$ cat src/wsa_pkg.sv
// ----------------------------------------------------------------------------
// wsa_pkg
// Shared widths and scale constants for the windowed slope acceleration block.
// ----------------------------------------------------------------------------
package wsa_pkg;

  localparam int HALF_WINDOW_DEF = 5;

  localparam int DIST_W  = 24;
  localparam int SPD_W   = 16;
  localparam int ACCEL_W = 16;
  localparam int INDEX_W = 16;

  // accel = speed * slope * 125 / 162
  localparam int SPD_SCALE = 125;
  localparam int DEN_SCALE = 162;
  localparam int MULT_W    = 23;   // holds 65535 * 125
  localparam int QBITS     = 17;   // quotient bits below the overflow bit

endpackage

$ cat src/wsa_divider.sv
// ----------------------------------------------------------------------------
// wsa_divider
// Bit-serial product mag * mult, then restoring division by den * 162,
// one bit per cycle. Quotient saturates at 2^17.
// ----------------------------------------------------------------------------
module wsa_divider
  import wsa_pkg::*;
#(
  parameter int MAGW = 52,
  parameter int DENW = 59
) (
  input  logic              clk,
  input  logic              rst_n,
  input  logic              start_i,
  input  logic [MAGW-1:0]   mag_i,
  input  logic [MULT_W-1:0] mult_i,
  input  logic [DENW-2:0]   den_i,
  output logic              done_o,
  output logic [QBITS:0]    q_o
);

  localparam int QW = DENW + 26;
  localparam int CW = $clog2(MULT_W + 1);

  localparam logic [1:0] D_IDLE = 2'd0;
  localparam logic [1:0] D_MUL  = 2'd1;
  localparam logic [1:0] D_OVF  = 2'd2;
  localparam logic [1:0] D_DIV  = 2'd3;

  logic [1:0]        st_r, st_nxt;
  logic [CW-1:0]     k_r, k_nxt;
  logic [QW-1:0]     pr_r, pr_nxt;
  logic [QW-1:0]     dsh_r, dsh_nxt;
  logic [MAGW-1:0]   mag_r, mag_nxt;
  logic [MULT_W-1:0] m_r, m_nxt;
  logic [QBITS:0]    q_r, q_nxt;
  logic              done_r, done_nxt;
  logic              ge_w;

  assign ge_w = (pr_r >= dsh_r);

  always_comb begin
    st_nxt   = st_r;
    k_nxt    = k_r;
    pr_nxt   = pr_r;
    dsh_nxt  = dsh_r;
    mag_nxt  = mag_r;
    m_nxt    = m_r;
    q_nxt    = q_r;
    done_nxt = 1'b0;
    case (st_r)
      D_IDLE: begin
        if (start_i) begin
          pr_nxt  = '0;
          mag_nxt = mag_i;
          m_nxt   = mult_i;
          dsh_nxt = (QW'(den_i) * QW'(DEN_SCALE)) << QBITS;
          k_nxt   = CW'(MULT_W);
          q_nxt   = '0;
          st_nxt  = D_MUL;
        end
      end
      D_MUL: begin
        pr_nxt = (pr_r << 1) + (m_r[MULT_W-1] ? QW'(mag_r) : '0);
        m_nxt  = m_r << 1;
        k_nxt  = k_r - 1'b1;
        if (k_r == CW'(1)) st_nxt = D_OVF;
      end
      D_OVF: begin
        if (ge_w) begin
          q_nxt    = {1'b1, {QBITS{1'b0}}};
          done_nxt = 1'b1;
          st_nxt   = D_IDLE;
        end else begin
          dsh_nxt = dsh_r >> 1;
          k_nxt   = CW'(QBITS);
          st_nxt  = D_DIV;
        end
      end
      D_DIV: begin
        if (ge_w) pr_nxt = pr_r - dsh_r;
        q_nxt   = {q_r[QBITS-1:0], ge_w};
        dsh_nxt = dsh_r >> 1;
        k_nxt   = k_r - 1'b1;
        if (k_r == CW'(1)) begin
          done_nxt = 1'b1;
          st_nxt   = D_IDLE;
        end
      end
      default: st_nxt = D_IDLE;
    endcase
  end

  always_ff @(posedge clk) begin
    if (!rst_n) begin
      st_r   <= D_IDLE;
      done_r <= 1'b0;
    end else begin
      st_r   <= st_nxt;
      done_r <= done_nxt;
    end
    k_r   <= k_nxt;
    pr_r  <= pr_nxt;
    dsh_r <= dsh_nxt;
    mag_r <= mag_nxt;
    m_r   <= m_nxt;
    q_r   <= q_nxt;
  end

  assign done_o = done_r;
  assign q_o    = q_r;

endmodule

$ cat config.mk
export PLATFORM = sky130hd
export DESIGN_NAME = wsa_divider
export DESIGN_NICKNAME = d
export VERILOG_FILES = /design/src/wsa_pkg.sv /design/src/wsa_divider.sv
export SDC_FILE = /design/constraint.sdc
export NUM_CORES = 1
export LEC_CHECK = 0
export BUFFER_PORTS_ARGS = -buffer_cell sky130_fd_sc_hd__clkbuf_2
export CORE_UTILIZATION = 50
export CTS_CLUSTER_DIAMETER = 30
export DETAILED_ROUTE_END_ITERATION = 6
export PLACE_DENSITY = 0.65
export SYNTH_ARGS = -nofsm -noshare
export SYNTH_HDL_FRONTEND = slang
export SYNTH_SLANG_ARGS = --single-unit
$ cat constraint.sdc
create_clock -name clk -period 11.7 [get_ports clk]
set_input_delay 2.34 -clock clk [delete_from_list [all_inputs] [get_ports clk]]
set_output_delay 2.34 -clock clk [all_outputs]
set_load 0.005 [all_outputs]
# Yosys cells after proc, flatten, opt, wreduce, memory -nomap -nowiden
# Cells that the tools add are included.
word_totals:
  ff_bits: 271
  word_cells: 58
  out_inout_bits: 19
  input_bits: 136
op_classes:
  n_addsub: 3
  eq_ne: 10
  n_mul: 1
  mux: 23
  reduce_logical: 12
  order_cmp: 1
op_table:
  columns: ["op", "n"]
  rows:
  - ["one-hot mux 85 bit (3 select lines)", 2]
  - ["2-to-1 mux 85 bit", 4]
  - ["adder 85 x 52 -> 85 bit", 1]
  - ["greater-or-equal comparator 85 bit", 1]
  - ["subtractor 85 bit", 1]
  - ["multiplier 58 x 7 -> 65 bit (second input constant)", 1]
  - ["one-hot mux 18 bit (3 select lines)", 1]
  - ["2-to-1 mux 52 bit", 1]
  - ["one-hot mux 23 bit (2 select lines)", 1]
  - ["2-to-1 mux 18 bit", 2]
  - ["2-to-1 mux 23 bit", 1]
  - ["one-hot mux 5 bit (3 select lines)", 1]
  - ["!= test 2 bit (second input constant)", 6]
  - ["AND reduction 3 bit", 4]
  - ["2-to-1 mux 5 bit", 2]
  - ["2-to-1 mux 2 bit", 4]
  - ["one-hot mux 2 bit (4 select lines)", 1]
  - ["AND reduction 2 bit", 3]
  - ["nonzero test 3 bit", 2]
  - ["equality test 5 x 1 -> 1 bit (second input constant)", 1]
  - ["subtractor 5 x 1 -> 5 bit (second input constant)", 1]
  - ["equality test 2 bit (second input constant)", 2]
  - ["equality test 2 x 1 -> 1 bit (second input constant)", 1]
  - ["logical NOT 2 bit", 1]
  - ["other kinds (4)", 5]

# Logic depth before layout (Yosys ltp)
# Gate-level depths: netlist (run 1).
depth:
  ltp_word: 3
  ltp_mapped: 19
  depth_no_buf: 18

# Worst setup path after synthesis (run 1)
# OpenSTA, ideal clock, no wires.
synth_timing:
  kind: "input to register"
  from: "input start_i"
  to: "register pr_r[0] (enable)"
  path_stages: 2
  setup_time_ns: 0.558
  n_path_buf: 0
  t_required_ns: 11.142
  t_arrival_ns: 6.565
  path_slack_ns: 4.577
  cell_sequence: "nor2_1 o22ai_1"
synth_between:
  elab_chain_len: 2
synth_lines:
  columns: ["item", "line_no", "source"]
  rows:
  - ["start: declaration", "wsa_divider.sv:14", "input logic start_i,"]
  - ["!= test 2 bit (no line)", null, null]
  - ["AND reduction 3 bit (no line)", null, null]
  - ["end signal: assignment", "wsa_divider.sv:103", "pr_r <= pr_nxt;"]
  - ["end: declaration", "wsa_divider.sv:32", "logic [QW-1:0] pr_r, pr_nxt;"]
# Every way passes these cells.
# A chain may end at the register's enable or synchronous reset.

# Worst setup path in the final report (run 1)
layout_timing:
  from: "input den_i[32]"
  to: "register dsh_r[81] (data pin)"
layout_between:
  elab_chain_len: 3
layout_lines:
  columns: ["item", "line_no", "source"]
  rows:
  - ["start: declaration", "wsa_divider.sv:17", "input logic [DENW-2:0] den_i,"]
  - ["multiplier 58 x 7 -> 65 bit", "wsa_divider.sv:57", "dsh_nxt = (QW'(den_i) * QW'(DEN_SCALE)) << QBITS;"]
  - ["2-to-1 mux 85 bit", "wsa_divider.sv:53", "if (start_i) begin"]
  - ["one-hot mux 85 bit (3 select lines)", "wsa_divider.sv:51", "case (st_r)"]
  - ["via dsh_nxt[81]", "wsa_divider.sv:33", "logic [QW-1:0] dsh_r, dsh_nxt;"]
  - ["end signal: assignment", "wsa_divider.sv:104", "dsh_r <= dsh_nxt;"]
  - ["end: declaration", "wsa_divider.sv:33", null]
# The timed path passes the listed nets, and every way through them passes these cells. The select of a mux whose other input is x is not followed.

==> results.md, run 1 <==
* Status: finished, final reports clean
* Root buf cell: clkbuf_16
* Share of layout cells above drive strength 1 at 10.46%
* FF+latch count, synth at 269
* Clk sinks at 269
* Total Routed Length at 76.28 mm
* Most common cell in the netlist: inv_1
* Final Hold Viols at 0
* Unrepaired setup endpoints after global routing: false
* Post-synth top area share at 29.06%
* Die width at 236.5 um
* Ranking of synthesized cells by area: edfxtp_1, ha_1, inv_1, a21oi_1, xnor2_1
* Hold Path Sink: m_r[10]
* Average wire per standard cell at 19.00 um
* Hold path cells at 2
* Core area at 54,030 um^2
* Syn Inst Count at 3,166
* CP startpoint: den_i[32]
* Cells after DPL at 3,892
* Routability Congestion at 0.9735
* Post-synthesis simple-gate area fraction at 15.54%
* Max Freq at 153.3 MHz
* Via Count at 23,390
* Synth Warn # at 0
* Die Footprint at 55,930 um^2
* CTS Hold Bufs at 0
* Clock Pin Slew Worst Setup and Hold Paths at 0.05 ns
* Residual DRC at 0
* Hold Startpoint: m_r[9]
* Setup crit end kind: flip-flop
* CP Data Required Time at 12.13 ns
* Final worst path period need at 6.522 ns
* Cts bufs inserted at 66
* Antenna violations before repair at 0
* Initial DRC count at 1,624
* First-pass GRT wire length at 121.5 mm
* Vias in the first global route at 23,043
* DRT Pass-1 Iters at 6
* Fill count at 4,976
* Sequential share of the synthesized area at 29.27%
* Gr ovfl total at 0
* Power Density at 203.5 nW/um^2
* Worst flop-to-flop path endpoint: dsh_r[48]
* Post-CTS sizing at 0
* Number of port buffers at 154
* H-tree levels at 3
* Compound-Gate Fraction of Synth Area at 20.11%
* Dpl hpwl at 59.20 mm
* Crit-path max FO at 8
* Mapped Avg Cell Area at 8.683 um^2
* Maxcap violations at 0
* Max-slew headroom at 21.56%
* Count of cell types in the netlist at 101
* Multiplexer share of the synthesized area at 0.8056%
* TNS Setup at 0 ns
* Non-filler cells, final at 4,014
* Largest family of logic cells by synthesized area: adder cells
* Post-route ant nets at 0
* # diodes at 0
* Setup Skew at 0.02385 ns
* Max Slew Vio Count at 0
* CP Class: input pin to flip-flop
* Ys async rst share at 0%
* Overall power at 0.006303 W
* Latest clock arrival within the worst-skew pair at 0.60 ns
* Post-CTS setup buffers at 0
* CTS tree: built
* Pin count of the biggest net entering global routing at 148
* Crit start category: input pin
* Final core occ at 57.33%
* Largest area contributor in the netlist: edfxtp_1
* Mapped Area at 27,490 um^2
* Fin nets at 3,825
* Max IR drop VDD at 0.09710 mV
* Area grow syn2layout at 12.67%
* Synthesized net count at 3,727
* Top FF cell, synth: edfxtp_1
* Xor-xnor portion of the synthesized cell area at 6.340%
* Row count at 85
* Vias/cell at 5.827
* R2R Setup Slk at 6.74 ns
* Post-synth EDFFs at 266
* WP data arrival at 6.96 ns
* Adder-cell share of the synthesized area at 20.79%
* HP Class: flip-flop to flip-flop
* Multi-input logic area at 17,520 um^2
* Leak at 14.29 nW
* Post-synth top cells: inv_1, ha_1, nand2_1, edfxtp_1, a21oi_1
* Register area at 8051 um^2
* Period utilization at 55.74%
* Final setup fails at 0
* Worst slew pin tran at 1.175 ns
* Total GRT Usage at 26.99%
* Top Ports at 155
* R2r worst-path depth at 13
* CTS max path bufs at 3
* Die Y at 236.5 um
* RR Startpoint: pr_r[1]
* Initial core utilization at 50.88%
## through the flow
stage	instance area [um^2]	worst slack [ns]	hold slack, ns
2_1_floorplan	27490	4.577	0.4836
3_3_place_gp	28730	4.691	0.4867
3_5_place_dp	28730	4.600	0.4996
4_1_cts	30970	5.212	0.5090
5_1_grt	30970	5.007	0.5224
6_report	30970	5.178	0.5043
## worst max-delay path: stages
cell and delay, ns:
clkbuf_2 0.12, ha_1 0.31, ha_1 0.30, ha_1 0.28
inv_1 0.05, fa_1 0.50, inv_1 0.04, ha_1 0.44
nand4_1 0.21, nor3_1 0.29, nand3_1 0.17, a211oi_1 0.54
a2111o_1 0.22, nand3_2 0.12, o31ai_2 0.33, a41oi_1 0.16
or3_1 0.37, a31oi_1 0.19
## worst max-delay path by stage
stage	endpoint	depth (start not counted)
after detailed placement	dsh_r[81]	18
final	dsh_r[81]	18
after global placement	dsh_r[81]	18
after CTS	dsh_r[81]	18
after floorplan	pr_r[0]	2
after global routing	dsh_r[54]	19
## cell families (layout without fill, tap and decap cells)
logic type,count (synthesis),after routing
adders and majority gates,425,425
xor gates and xnor gates,199,199
DFF,269,269
buffers and inverters,513,665
AOI/OAI and AO/OA,861,861
and+or+nand+nor,878,878
muxes,21,21
## power by group
group / leakage [nW] / internal, W / total (W) / switching [W]
Combinational: 10.5 / 0.00114 / 0.00302 / 0.00188
Clock: 1.07 / 0.00125 / 0.00183 / 0.000586
Sequential: 2.70 / 0.00132 / 0.00145 / 0.000130
## state kept, by name, summed over array words and instances, names as in the netlist
| name | cells |
|---|---|
| st_r | 2 |
| pr_r | 85 |
| mag_r | 52 |
| k_r | 5 |
| done_o | 1 |
| dsh_r | 83 |
| q_o | 18 |
| m_r | 23 |
## cell usage in the layout (no fill, tap or decap), types with 32 or more instances in the layout
cell       count
nand4_1       73
fa_1          53
nor3_1        38
o21ai_0      189
a21o_1       100
edfxtp_1     266
and2_1        64
xnor2_1      138
o21a_1        32
xor2_1        61
clkbuf_16     68
nand3_1       53
clkbuf_2     154
nand2_1      308
o21bai_1      39
a21oi_1      262
ha_1         372
inv_1        374
nor2_1       192
and3_1        42
## final cells by class
class | count | share of cell area [%]
multi-input cells | 2384 | 56.56
repair buffers | 167 | 2.844
clock inverters | 38 | 1.386
flip-flops and latches | 269 | 25.99
inverters | 376 | 4.557
clock buffers | 84 | 5.849
well taps | 696 | 2.812
## layer usage
layer  vias to the layer above  track usage [%]  share of wire [%]
li1                      11500                -                  -
met2                       733            43.57                 45
met4                         0            8.245                2.5
met5                         -                0                  0
met1                     11036            37.17                 46
met3                       121            4.173                5.9
Note: power is estimated with default switching activity, not from simulation.
==> run 2, diff against run 1 <==
Settings changed: PLACE_DENSITY 0.65 to 0.68.
Clock period 11.7 ns to 5.9 ns, I/O delays scaled along.
==> run 2 against run 1 <==
  * Clock power up 100%
  * Utilization up 0.12 points
  * Routed wire length down 1.7%
  * Sequential cell count unchanged
  * Largest power group unchanged
  * Register-to-register slack worse by 5.4 ns
  * Critical endpoint is now dsh_r[76]
  * Combinational power up 96%
  * Sequential share of layout area down 0.054 points
  * Hold slack worse by 0.00094 ns
  * Die area unchanged
  * Global-route usage down 0.34 points
==> results.md, run 2 (synthesized netlist as in run 1, its figures left out) <==
* Status: finished, final reports clean
* Routability Congestion at 0.9855 (+1.2%)
* Root buf cell: clkbuf_16
* Fin nets at 3,830 (+0.13%)
* Antenna violations before repair at 3 (+3)
* CTS Hold Bufs at 0 (unchanged)
* Most frequent cells in the layout: inv_1, ha_1, nand2_1, edfxtp_1, a21oi_1
* Clk sinks at 269 (unchanged)
* WP data arrival at 5.53 ns (-1.43 ns)
* R2r worst-path depth at 13 (unchanged)
* Number of flip-flops in the largest register at 85 (unchanged)
* Power Density at 401.7 nW/um^2 (+97%)
* Maxcap violations at 0 (unchanged)
* # diodes at 0 (unchanged)
* CTS tree: built
* Post-CTS sizing at 0 (unchanged)
* Register area at 8051 um^2 (unchanged)
* H-tree levels at 3 (unchanged)
* Post-CTS setup buffers at 0 (unchanged)
* Post-Place Worst Slack at 0.09591 ns (-4.504 ns)
* Initial DRC count at 1,502 (-7.5%)
* Vias/cell at 5.803 (-0.42%)
* Dpl hpwl at 58.32 mm (-1.5%)
* Gr ovfl total at 0 (unchanged)
* Final worst path period need at 5.200 ns
* Via Count at 23,316 (-0.32%)
* CTS max path bufs at 3 (unchanged)
* Crit-path max FO at 5 (-3)
* Core area at 54,030 um^2 (unchanged)
* RR Startpoint: pr_r[1]
* Final Hold Viols at 0 (unchanged)
* CP Class: input pin to flip-flop
* Average wire per standard cell at 18.66 um (-1.8%)
* R2R Setup Slk at 1.33 ns (-5.41 ns)
* Hold Path Sink: m_r[14]
* CP Data Required Time at 6.23 ns (-5.90 ns)
* Biggest register: pr_r
* Share of layout cells above drive strength 1 at 10.57% (+0.11 points)
* Largest registers: pr_r: 85 flops, dsh_r: 83 flops, mag_r: 52 flops
* TNS Setup at 0 ns (unchanged)
* DRT Pass-1 Iters at 5 (-1)
* Most common cell after layout, fill and taps aside: inv_1
* Setup crit end kind: flip-flop
* Area grow syn2layout at 12.90%
* Initial core utilization at 50.88% (unchanged)
* Die Y at 236.5 um (unchanged)
* Vias in the first global route at 22,952 (-0.39%)
* Clock Pin Slew Worst Setup and Hold Paths at 0.04 ns (about the same)
* Total GRT Usage at 26.65% (-0.34 points)
* Hold path cells at 2 (unchanged)
* Post-route ant nets at 0 (unchanged)
* Die width at 236.5 um (unchanged)
* Multi-input logic area at 17,510 um^2 (about the same)
* Die Footprint at 55,930 um^2 (unchanged)
* Top Ports at 155 (unchanged)
* Leak at 14.32 nW (+0.19%)
* Worst setup margin at 0.7000 ns (-4.478 ns)
* Worst flop-to-flop path endpoint: dsh_r[45]
* First-pass GRT wire length at 120.1 mm (-1.2%)
* Residual DRC at 0 (unchanged)
* Period utilization at 88.14%
* Worst slew pin tran at 1.194 ns (+0.01869 ns)
* Max Freq at 192.3 MHz
* Unrepaired setup endpoints after global routing: false
* Cts bufs inserted at 68 (+3.0%)
* Number of port buffers at 154 (unchanged)
* Setup Skew at 0.02564 ns (+0.001790 ns)
* Pin count of the biggest net entering global routing at 165 (+11%)
* Max-slew headroom at 20.31% (-1.2 points)
* Total Routed Length at 74.99 mm (-1.7%)
* HP Class: flip-flop to flip-flop
* Row count at 85 (unchanged)
* Latest clock arrival within the worst-skew pair at 0.60 ns (about the same)
* Hold Startpoint: m_r[13]
* Max Slew Vio Count at 0 (unchanged)
* Fill count at 4,940 (-0.72%)
* Max IR drop VDD at 0.2198 mV (+130%)
* Crit start category: input pin
* Final setup fails at 0 (unchanged)
[run 2: how the worst max path moves through the flow]
stage | end | cells after the start | from
6_report | dsh_r[76] | 19 | den_i[11]
5_1_grt | dsh_r[76] | 19 | den_i[11]
4_1_cts | dsh_r[76] | 19 | den_i[11]
3_5_place_dp | dsh_r[76] | 19 | den_i[11]
3_3_place_gp | dsh_r[76] | 19 | den_i[11]
2_1_floorplan | dsh_r[0] | 13 | pr_r[34]
[run 2: area by class of cell]
type,count,share of cell area [%]
inverters,376,4.547
repair buffers,170,2.991
flip-flops and latches,269,25.94
clock buffers,81,5.640
well taps,696,2.806
clock inverters,42,1.653
multi-input cells,2384,56.42
[run 2: power breakdown]
part | leakage, nW | total, W | internal [W] | switching [W]
combinational | 10.5 | 0.00592 | 0.00227 | 0.00365
sequential | 2.70 | 0.00289 | 0.00262 | 0.000268
clock | 1.08 | 0.00366 | 0.00247 | 0.00119
[run 2: per-stage QoR]
stage	utilization [%]	hold slack (ns)	area, um^2	instances	power, W
6_report	57.45	0.5033	31040	4018	0.01247
5_1_grt	57.45	0.5326	31040	4018	0.01331
4_1_cts	57.45	0.5062	31040	4018	0.01246
3_5_place_dp	53.26	0.4973	28780	3895	0.008722
3_3_place_gp	53.26	0.4876	28780	3895	0.008664
2_1_floorplan	-	0.4836	27500	3166	0.007250
[run 2: worst max-delay path: stages]
cell and delay, ns:
clkbuf_2 0.14, ha_1 0.32, ha_1 0.31, ha_1 0.28, inv_1 0.05, fa_1 0.50, inv_1 0.04, ha_1 0.36
nand2_1 0.13, a2111oi_2 0.35, o21ai_1 0.16, a41o_1 0.24, a2111oi_4 0.48, o211ai_1 0.20, a21oi_2 0.20, a21oi_1 0.14
o31ai_2 0.22, xnor2_1 0.15, o21ai_1 0.07
[run 2: routing by layer]
layer / vias up / global-route usage, % / share of wire (%)
met1: 11015 / 36.77 / 46
met3: 134 / 3.509 / 5.8
met5: - / 0 / 0
met4: 0 / 9.465 / 2.7
met2: 694 / 42.80 / 45
li1: 11473 / - / -
==> run 3, diff against run 2 <==
Settings changed: CELL_PAD_IN_SITES_DETAIL_PLACEMENT set to 2, CELL_PAD_IN_SITES_GLOBAL_PLACEMENT set to 2, CORE_UTILIZATION 50 to 36, PLACE_DENSITY 0.68 to 0.77.
==> run 3 against run 2 <==
  * Routed wire length increased by 38%
  * Total power grew 20%
  * Final area is 5.0% higher
  * Via count is 6.2% higher
  * Non-clock buffer count up 7
  * Sequential cell count did not move
  * First-iteration DRC count decreased by 15%
  * Utilization is 14 points lower
  * Register-to-register slack got worse by 0.41 ns
==> results.md, run 3 (synthesized netlist as in run 1, its figures left out) <==
* Fin nets at 3,862 (+0.84%)
* Die Footprint at 77,470 um^2 (+39%)
* Fin area at 32,590 um^2 (+5.0%)
* Clock network fraction of design power at 36.6% (+7.2 points)
* Met2 usage at 45.10% (+2.3 points)
* GR Util met1 at 35.44% (-1.3 points)
* CTS max path bufs at 3 (unchanged)
* Residual DRC at 0 (unchanged)
* Most frequent cells in the layout: inv_1, ha_1, nand2_1, edfxtp_1, a21oi_1
* Cts bufs inserted at 93 (+37%)
* CTS Hold Bufs at 0 (unchanged)
* Final worst path period need at 5.276 ns (+0.07556 ns)
* GRT met3 Usage at 2.947% (-0.56 points)
* Post-route ant nets at 0 (unchanged)
* Clock Pin Slew Worst Setup and Hold Paths at 0.04 ns (about the same)
* Share of layout cells above drive strength 1 at 12.02% (+1.4 points)
* Smallest hold slack at 0.5037 ns (+0.0004230 ns)
* WP data arrival at 5.63 ns (+0.10 ns)
* Vias/cell at 5.693 (-1.9%)
* Initial DRC count at 1,282 (-15%)
* # diodes at 0 (unchanged)
* Clk sinks at 269 (unchanged)
* Gr ovfl total at 0 (unchanged)
* R2R Setup Slk at 0.92 ns (-0.41 ns)
* Setup crit end kind: flip-flop
* P_sw at 0.006071 W (+19%)
* Power Density at 458.5 nW/um^2 (+14%)
* Unrepaired setup endpoints after global routing: false
* Average wire per standard cell at 23.75 um (+27%)
* Routability Congestion at 0.9507 (-3.5%)
* Number of flip-flops in the largest register at 85 (unchanged)
* Setup Skew at 0.03753 ns (+0.01188 ns)
* Post-CTS setup buffers at 0 (unchanged)
* Internal power at 0.008872 W (+21%)
* GR peak layer: met2
* Comb pwr share at 43.8% (-3.7 points)
* Leak at 14.96 nW (+4.5%)
* Reg power frac at 19.6% (-3.5 points)
* Status: finished, final reports clean
* Die width at 278.3 um (+18%)
* CP Data Required Time at 6.25 ns (+0.02 ns)
* Max Freq at 189.6 MHz (-1.4%)
* First-pass GRT wire length at 162.5 mm (+35%)
* Overall power at 0.01494 W (+20%)
* Total GRT Usage at 26.53% (-0.12 points)
* CTS tree: built
* Most common cell after layout, fill and taps aside: inv_1
* Maxcap violations at 0 (unchanged)
* Post-CTS sizing at 0 (unchanged)
* Period utilization at 89.42% (+1.3 points)
* Latest clock arrival within the worst-skew pair at 0.64 ns (+0.04 ns)
* TNS Setup at 0 ns (unchanged)
* Top Ports at 155 (unchanged)
* H-tree levels at 3 (unchanged)
* Number of port buffers at 154 (unchanged)
* Vias in the first global route at 27,794 (+21%)
* DRT Pass-1 Iters at 6 (+1)
* Largest registers: pr_r: 85 flops, dsh_r: 83 flops, mag_r: 52 flops
* Final Hold Viols at 0 (unchanged)
* Max-slew headroom at 17.17% (-3.1 points)
* Area grow syn2layout at 18.54%
* Row count at 100 (+18%)
* Root buf cell: clkbuf_16
* Max IR drop VDD at 0.2989 mV (+36%)
* Final setup fails at 0 (unchanged)
* Crit-path max FO at 4 (-1)
* HP Class: flip-flop to flip-flop
* Die Y at 278.3 um (+18%)
* Via Count at 24,753 (+6.2%)
* Fill count at 8,091 (+64%)
* Initial core utilization at 36.68% (-14 points)
* Core area at 74,950 um^2 (+39%)
* Max Slew Vio Count at 0 (unchanged)
* Pin count of the biggest net entering global routing at 86 (-48%)
* CP Class: input pin to flip-flop
* Post-DP Area at 29,180 um^2 (+1.4%)
* Biggest register: pr_r
* Total Routed Length at 103.3 mm (+38%)
* Crit start category: input pin
* Sw Share at 40.63% (-0.34 points)
* Worst slew pin tran at 1.241 ns (+0.04711 ns)
* Antenna violations before repair at 0 (-3)
* Dpl hpwl at 76.96 mm (+32%)
-- run 3: per-layer routing --
layer	part of all wire [%]	vias up
met5	0	-
met4	2.2	0
met3	4.1	146
met2	47	568
met1	46	12481
li1	-	11558
-- run 3: critical path, cell delays in order --
cell and delay [ns]:
clkbuf_2 0.11, ha_1 0.30, ha_1 0.31, ha_1 0.29
inv_1 0.05, fa_1 0.51, inv_1 0.05, ha_1 0.36
o211ai_1 0.18, a2111oi_2 0.31, o21ai_1 0.15, a41o_1 0.29
a2111oi_4 0.41, o211ai_1 0.19, a21oi_2 0.24, a31oi_1 0.20
o21ai_1 0.22, xnor2_1 0.17, o21ai_1 0.10
-- run 3: stage by stage --
step / setup slack, ns / utilization (%) / cells
floorplan: 0.6542 / - / 3166
global placement: 0.1742 / 38.93 / 4175
detailed placement: -0.01015 / 38.93 / 4175
CTS: 0.5948 / 43.48 / 4348
global route: 0.3050 / 43.48 / 4348
finish: 0.6244 / 43.48 / 4348
-- run 3: power groups by stage --
stage | sequential [W] | combinational [W] | clock, W
floorplan | 0.00279 | 0.00446 | 0
global placement | 0.00291 | 0.00600 | 0
detailed placement | 0.00294 | 0.00630 | 0
CTS | 0.00292 | 0.00649 | 0.00555
global route | 0.00295 | 0.00713 | 0.00564
finish | 0.00292 | 0.00655 | 0.00547
-- run 3: worst paths after layout --
check	startpoint	to	cells after the start
setup reg to reg	m_r[22]	pr_r[53]	14
setup / recovery	den_i[4]	dsh_r[80]	19
hold / removal	m_r[11]	m_r[12]	2
hold reg to reg	m_r[11]	m_r[12]	2
-- run 3: final cells by class --
type | instances | area, um^2 | share of cell area, %
clock buffers | 109 | 2460 | 7.548
clock inverters | 64 | 952.2 | 2.922
repair buffers | 177 | 980.9 | 3.010
multi-input cells | 2384 | 17520 | 53.76
inverters | 376 | 1411 | 4.331
flip-flops and latches | 269 | 8051 | 24.71
well taps | 969 | 1212 | 3.720
